==> src/design/ljoa_pkg.sv <==
// shared types, constants and tables for the orientation-averaged lennard-jones core
package ljoa_pkg;

  typedef struct packed {
    logic [23:0] radius;
    logic [17:0] polar_angle;
    logic [18:0] azimuth_angle;
    logic [23:0] point_weight;
    logic        last_point;
  } item_t;

  typedef struct packed {
    logic signed [47:0] average_energy;
    logic               zero_weight;
    logic               saturated;
  } result_t;

  typedef struct packed {
    logic signed [23:0] centre_site_z;
    logic signed [23:0] side_site_x;
    logic signed [23:0] side_site_z;
    logic        [19:0] centre_sigma;
    logic        [23:0] centre_eps_times_four;
    logic        [19:0] side_sigma;
    logic        [23:0] side_eps_times_four;
  } cfg_t;

  // register indexes of the configuration port
  localparam logic [2:0] CFG_CENTRE_SITE_Z         = 3'd0;
  localparam logic [2:0] CFG_SIDE_SITE_X           = 3'd1;
  localparam logic [2:0] CFG_SIDE_SITE_Z           = 3'd2;
  localparam logic [2:0] CFG_CENTRE_SIGMA          = 3'd3;
  localparam logic [2:0] CFG_CENTRE_EPS_TIMES_FOUR = 3'd4;
  localparam logic [2:0] CFG_SIDE_SIGMA            = 3'd5;
  localparam logic [2:0] CFG_SIDE_EPS_TIMES_FOUR   = 3'd6;

  localparam int CORDIC_STEPS = 30;
  localparam int MUL_STEPS    = 16;
  localparam int DIV_STEPS    = 80;

  localparam logic signed [35:0] PI_Q30     = 36'sd3373259426;
  localparam logic signed [35:0] HALFPI_Q30 = 36'sd1686629713;
  localparam logic signed [35:0] TWOPI_Q30  = 36'sd6746518852;
  localparam logic signed [33:0] CORDIC_K   = 34'sd652032875;

  localparam logic [63:0] SAT_Q30   = 64'h3FFF_FFFF_FFFF_FFFF;
  localparam logic [63:0] EMAX      = 64'h0000_7FFF_FFFF_FFFF;
  localparam logic [63:0] INT64_MAX = 64'h7FFF_FFFF_FFFF_FFFF;
  localparam logic [39:0] WMAX      = 40'hFF_FFFF_FFFF;

  // arctangent of 2^-i in q2.30
  function automatic logic [29:0] atan_q30(input logic [4:0] i);
    logic [29:0] v;
    case (i)
      5'd0:  v = 30'd843314857;
      5'd1:  v = 30'd497837829;
      5'd2:  v = 30'd263043837;
      5'd3:  v = 30'd133525159;
      5'd4:  v = 30'd67021688;
      5'd5:  v = 30'd33543516;
      5'd6:  v = 30'd16775851;
      5'd7:  v = 30'd8388437;
      5'd8:  v = 30'd4194283;
      5'd9:  v = 30'd2097149;
      5'd10: v = 30'd1048576;
      5'd11: v = 30'd524288;
      5'd12: v = 30'd262144;
      5'd13: v = 30'd131072;
      5'd14: v = 30'd65536;
      5'd15: v = 30'd32768;
      5'd16: v = 30'd16384;
      5'd17: v = 30'd8192;
      5'd18: v = 30'd4096;
      5'd19: v = 30'd2048;
      5'd20: v = 30'd1024;
      5'd21: v = 30'd512;
      5'd22: v = 30'd256;
      5'd23: v = 30'd128;
      5'd24: v = 30'd64;
      5'd25: v = 30'd32;
      5'd26: v = 30'd16;
      5'd27: v = 30'd8;
      5'd28: v = 30'd4;
      5'd29: v = 30'd2;
      default: v = 30'd0;
    endcase
    return v;
  endfunction

endpackage

==> src/design/ljoa_front.sv <==
// front end: accepts quadrature points into a two-entry queue
module ljoa_front (
  input  logic            clk,
  input  logic            rst,
  input  logic            item_valid,
  output logic            item_ready,
  input  ljoa_pkg::item_t item,
  input  logic            pop,
  output logic            avail,
  output ljoa_pkg::item_t head
);

  ljoa_pkg::item_t slot [2];
  logic       wr_ptr;
  logic       rd_ptr;
  logic [1:0] count;
  logic       push;

  assign item_ready = (count != 2'd2);
  assign push       = item_valid && item_ready;
  assign avail      = (count != 2'd0);
  assign head       = slot[rd_ptr];

  always_ff @(posedge clk) begin
    if (rst) begin
      wr_ptr <= 1'b0;
      rd_ptr <= 1'b0;
      count  <= 2'd0;
    end else begin
      if (push) wr_ptr <= ~wr_ptr;
      if (pop) rd_ptr <= ~rd_ptr;
      count <= count + {1'b0, push} - {1'b0, pop};
    end
  end

  always_ff @(posedge clk) begin
    if (push) slot[wr_ptr] <= item;
  end

endmodule

==> config.mk <==
export PLATFORM = sky130hd
export DESIGN_NAME = ljoa_front
export DESIGN_NICKNAME = d
export VERILOG_FILES = /design/src/design/ljoa_pkg.sv /design/src/design/ljoa_front.sv
export SDC_FILE = /design/constraint.sdc
export NUM_CORES = 1
export LEC_CHECK = 0
export ABC_CLOCK_PERIOD_IN_PS = 6300
export BUFFER_PORTS_ARGS = -buffer_cell sky130_fd_sc_hd__buf_2
export CORE_UTILIZATION = 56
export DETAILED_ROUTE_END_ITERATION = 8
export MAX_ROUTING_LAYER = met4
export PLACE_DENSITY_LB_ADDON = 0.25
export SLEW_MARGIN = 30
export SYNTH_ARGS = -nofsm -noshare
export SYNTH_HDL_FRONTEND = slang
export SYNTH_SLANG_ARGS = --single-unit
==> constraint.sdc <==
create_clock -name clk -period 6.3 [get_ports clk]
set_input_delay 0.945 -clock clk [delete_from_list [all_inputs] [get_ports clk]]
set_output_delay 0.945 -clock clk [all_outputs]
set_load 0.01 [all_outputs]
==> flow_summary_export.csv <==
group,metric,value,unit
sta,timing.setup.tns,0,ns
placed_design,place.port_buffers,177,
cells_and_area,finish.net_count,577,
global_routing,number_of_global_route_vias_before_repair,3343,
worst_setup_path,path_cells,"buf_16, mux2_1, buf_2",
min_path,timing.hold.worst.start,"rd_ptr",
power_and_ir_drop,p_int,2.10,mW
power_and_ir_drop,p_seq_share,52.9,%
detailed_routing,avgViaCountPerCell,5.16,
power_and_ir_drop,post-layout-total-power,2.73,mW
clock_tree,clock_tree_from_tritoncts,"built",
placed_design,total_half_perimeter_wirelength_after_legalization_and_detailed_placement,7350,um
global_routing,grt_pass1_wl,16400,um
cells_and_area,multi_input_area,1110,sq um
floorplanning,rows,38,
detailed_routing,num_vias,3296,
detailed_routing,drt_iter0_drc,135,
floorplanning,coreArea,11000,sq um
power_and_ir_drop,vdd_drop_max,0.190,mV
global_routing,largest_net_degree_at_the_start_of_global_routing,55,
floorplanning,dieArea,12000,sq um
logic_synthesis,post_synth_inst_count,297,
detailed_routing,postRouteWirelength,11100,um
sta,worstMarginPinSlew,0.726,ns
logic_synthesis,syn_area_per_cell,21.8,sq um
floorplanning,io_pins,178,
worst_setup_path,worst_path_max_delay_cell,"dfxtp_4",
logic_synthesis,synth.yosys.warnings,0,
detailed_routing,firstDrtPassIters,4,
global_routing,antenna_found_initial,0,
floorplanning,die_y,109,um
detailed_routing,remaining_drc_errors,0,
detailed_routing,route.antenna.remaining_nets,0,
worst_setup_path,critPathArrivalTime,2.01,ns
logic_synthesis,syn_area,6460,sq um
sta,max_slew_margin,51.5,%
floorplanning,die_w,109,um
power_and_ir_drop,netSwitchingFraction,23.1,%
power_and_ir_drop,comb_power_share,11.8,%
clock_tree,number_of_buffers_created_by_cts,17,
cells_and_area,register_area,5270,sq um
cells_and_area,num_antenna_cells,0,
worst_setup_path,crit_path_start_kind,"flip-flop",
global_routing,grt.total_usage,19.7,%
logic_synthesis,synthDistinctLibCells,25,
worst_setup_path,worstSetupEndpointType,"output port",
sta,rsz0062_at_grt,"no",
power_and_ir_drop,power_per_cell_area,339,nW/um^2
clock_tree,cts_resized,0,
worst_setup_path,worstSetupPathType,"flip-flop to output port",
min_path,holdCritPathClass,"flip-flop to flip-flop",
logic_synthesis,library_cell_with_the_largest_summed_area_after_synthesis,"edfxtp_1",
detailed_routing,route.detailed.wl_per_inst,17.4,um
clock_tree,clk_root_buffer_cell,"clkbuf_16",
placed_design,pre_cts_slack,3.44,ns
power_and_ir_drop,p_clk_share,35.3,%
clock_tree,cts_max_level,4,
worst_setup_path,crit-reg2reg-launch,"count[0]",
logic_synthesis,synth_seq_cells,177,
worst_setup_path,required,5.35,ns
logic_synthesis,part_of_the_yosys_area_used_for_sequential_elements,81.4,%
worst_setup_path,critical_path.max_stage_delay,0.73,ns
global_routing,grt_overflow,0,
sta,min_period_over_period,46.9,%
floorplanning,start_util,58.6,%
logic_synthesis,post_syn_nets,388,
status,result_of_the_run,"finished clean",
logic_synthesis,synthTopCellsByArea,"edfxtp_1 80%, mux2_2 8.0%, mux2_1 7.0%",
sta,final-setup-viol-count,0,
sta,max_clock_freq,338,MHz
clock_tree,clk_pin_slew_worst_paths,0.06,ns
sta,final_hold_viol_count,0,
sta,setup_ws,3.34,ns
power_and_ir_drop,netSwitchingPower,0.631,mW
clock_tree,cts.sink_count,177,
worst_setup_path,maximum_fanout_along_the_worst_path,45,
sta,finClkSkew,0.0105,ns
clock_tree,cts-root-to-sink-buffers,2,
clock_tree,cts_setup_buffers,0,
job,maxCapViolations,0,
placed_design,place.gp.congestion,0.750,
cells_and_area,final_layout_size_suffix_gt1_share,51.9,%
cells_and_area,layout-area-overhead-vs-synth,24.5,%
cells_and_area,num-fill-cells,697,
clock_tree,insertion_delay_to_the_later_sink_of_the_worst_skew_pair,0.41,ns
sta,timing_max_transition_violations_final,0,
sta,min_period,2.96,ns
logic_synthesis,synth_top_area_share,79.9,%
power_and_ir_drop,power.leakage,3.03,nW
clock_tree,hold_buffers,0,
-- cells in the mapped netlist --
master / count
a2111oi_0: 1
a21bo_2: 1
a21boi_1: 1
a21oi_1: 1
and3_1: 1
buf_2: 4
buf_4: 1
buf_6: 4
clkbuf_1: 1
dfxtp_1: 5
edfxtp_1: 172
ha_1: 1
inv_1: 4
mux2_1: 40
mux2_2: 46
nand2_1: 1
nand2b_1: 1
nand3b_1: 1
nand4_1: 2
nand4b_1: 1
nor2_1: 3
nor2b_1: 1
or2_2: 1
or4b_1: 1
xnor2_1: 2
-- stage by stage --
step | hold slack (ns) | utilization [%] | instance area [sq um] | cells
2_1_floorplan | 0.480 | - | 6460 | 297
3_3_place_gp | 0.494 | 67.8 | 7470 | 606
3_5_place_dp | 0.504 | 68.0 | 7500 | 607
4_1_cts | 0.526 | 72.9 | 8050 | 639
5_1_grt | 0.563 | 72.9 | 8050 | 639
6_report | 0.514 | 72.9 | 8050 | 639
-- worst paths after layout --
path | cells after the start | end | slack [ns]
worst max register to register | 4 | slot[0][21] | 3.94
worst min register to register | 2 | flip-flop | 0.51
worst max-delay path | 3 | head[83] | 3.34
worst min-delay path | 2 | flip-flop | 0.51
-- power by group through the flow --
stage | registers (mW) | clock network, mW | logic (mW)
after floorplan | 1.46 | 0 | 0.195
after detailed placement | 1.47 | 0 | 0.326
final | 1.44 | 0.964 | 0.322
after CTS | 1.45 | 0.979 | 0.329
after global routing | 1.45 | 1.03 | 0.351
after global placement | 1.47 | 0 | 0.303
-- flip-flops by register name, summed over array words and instances, names as in the netlist, named ones only --
name and flops:
count 2, rd_ptr 1, wr_ptr 1, slot 172
-- layout make-up --
type | instances | share of cell area, %
sequential | 177 | 65.5
clock buffer | 19 | 5.38
multi-input combinational | 106 | 13.8
inverter | 4 | 0.202
clock inverter | 13 | 1.38
tap | 140 | 2.18
timing repair buffer | 180 | 11.5
-- cell families after synthesis --
| family | count (synthesis) | synth area share, % |
|---|---|---|
| xor gates and xnor gates | 2 | 0.271 |
| buffers and inverters | 14 | 1.41 |
| and+or+nand+nor | 13 | 1.22 |
| AOI/OAI and AO/OA | 4 | 0.484 |
| adders and majority gates | 1 | 0.194 |
| DFF | 177 | 81.4 |
| muxes | 86 | 15.0 |
-- critical path: cells and delay by family (launching register included) --
| family | cells | cell delay (ns) |
|---|---|---|
| buffers and inverters | 2 | 0.46 |
| flip-flops | 1 | 0.73 |
| multiplexers | 1 | 0.38 |
-- layer usage --
metal,routed length [um],global-route usage [%]
met5,0,-
met4,176,7.90
met3,697,5.99
met2,5560,31.1
met1,4710,23.9
-- cells in the final DEF (no fill, tap or decap), drive strengths merged, types with 2 or more instances in the layout --
cell / instances
nor2: 3
nand4: 2
inv: 6
clkbuf: 19
clkinvlp: 2
buf: 180
dfxtp: 5
edfxtp: 172
xnor2: 2
clkinv: 8
mux2: 86
Note: power is estimated with default switching activity, not from simulation.
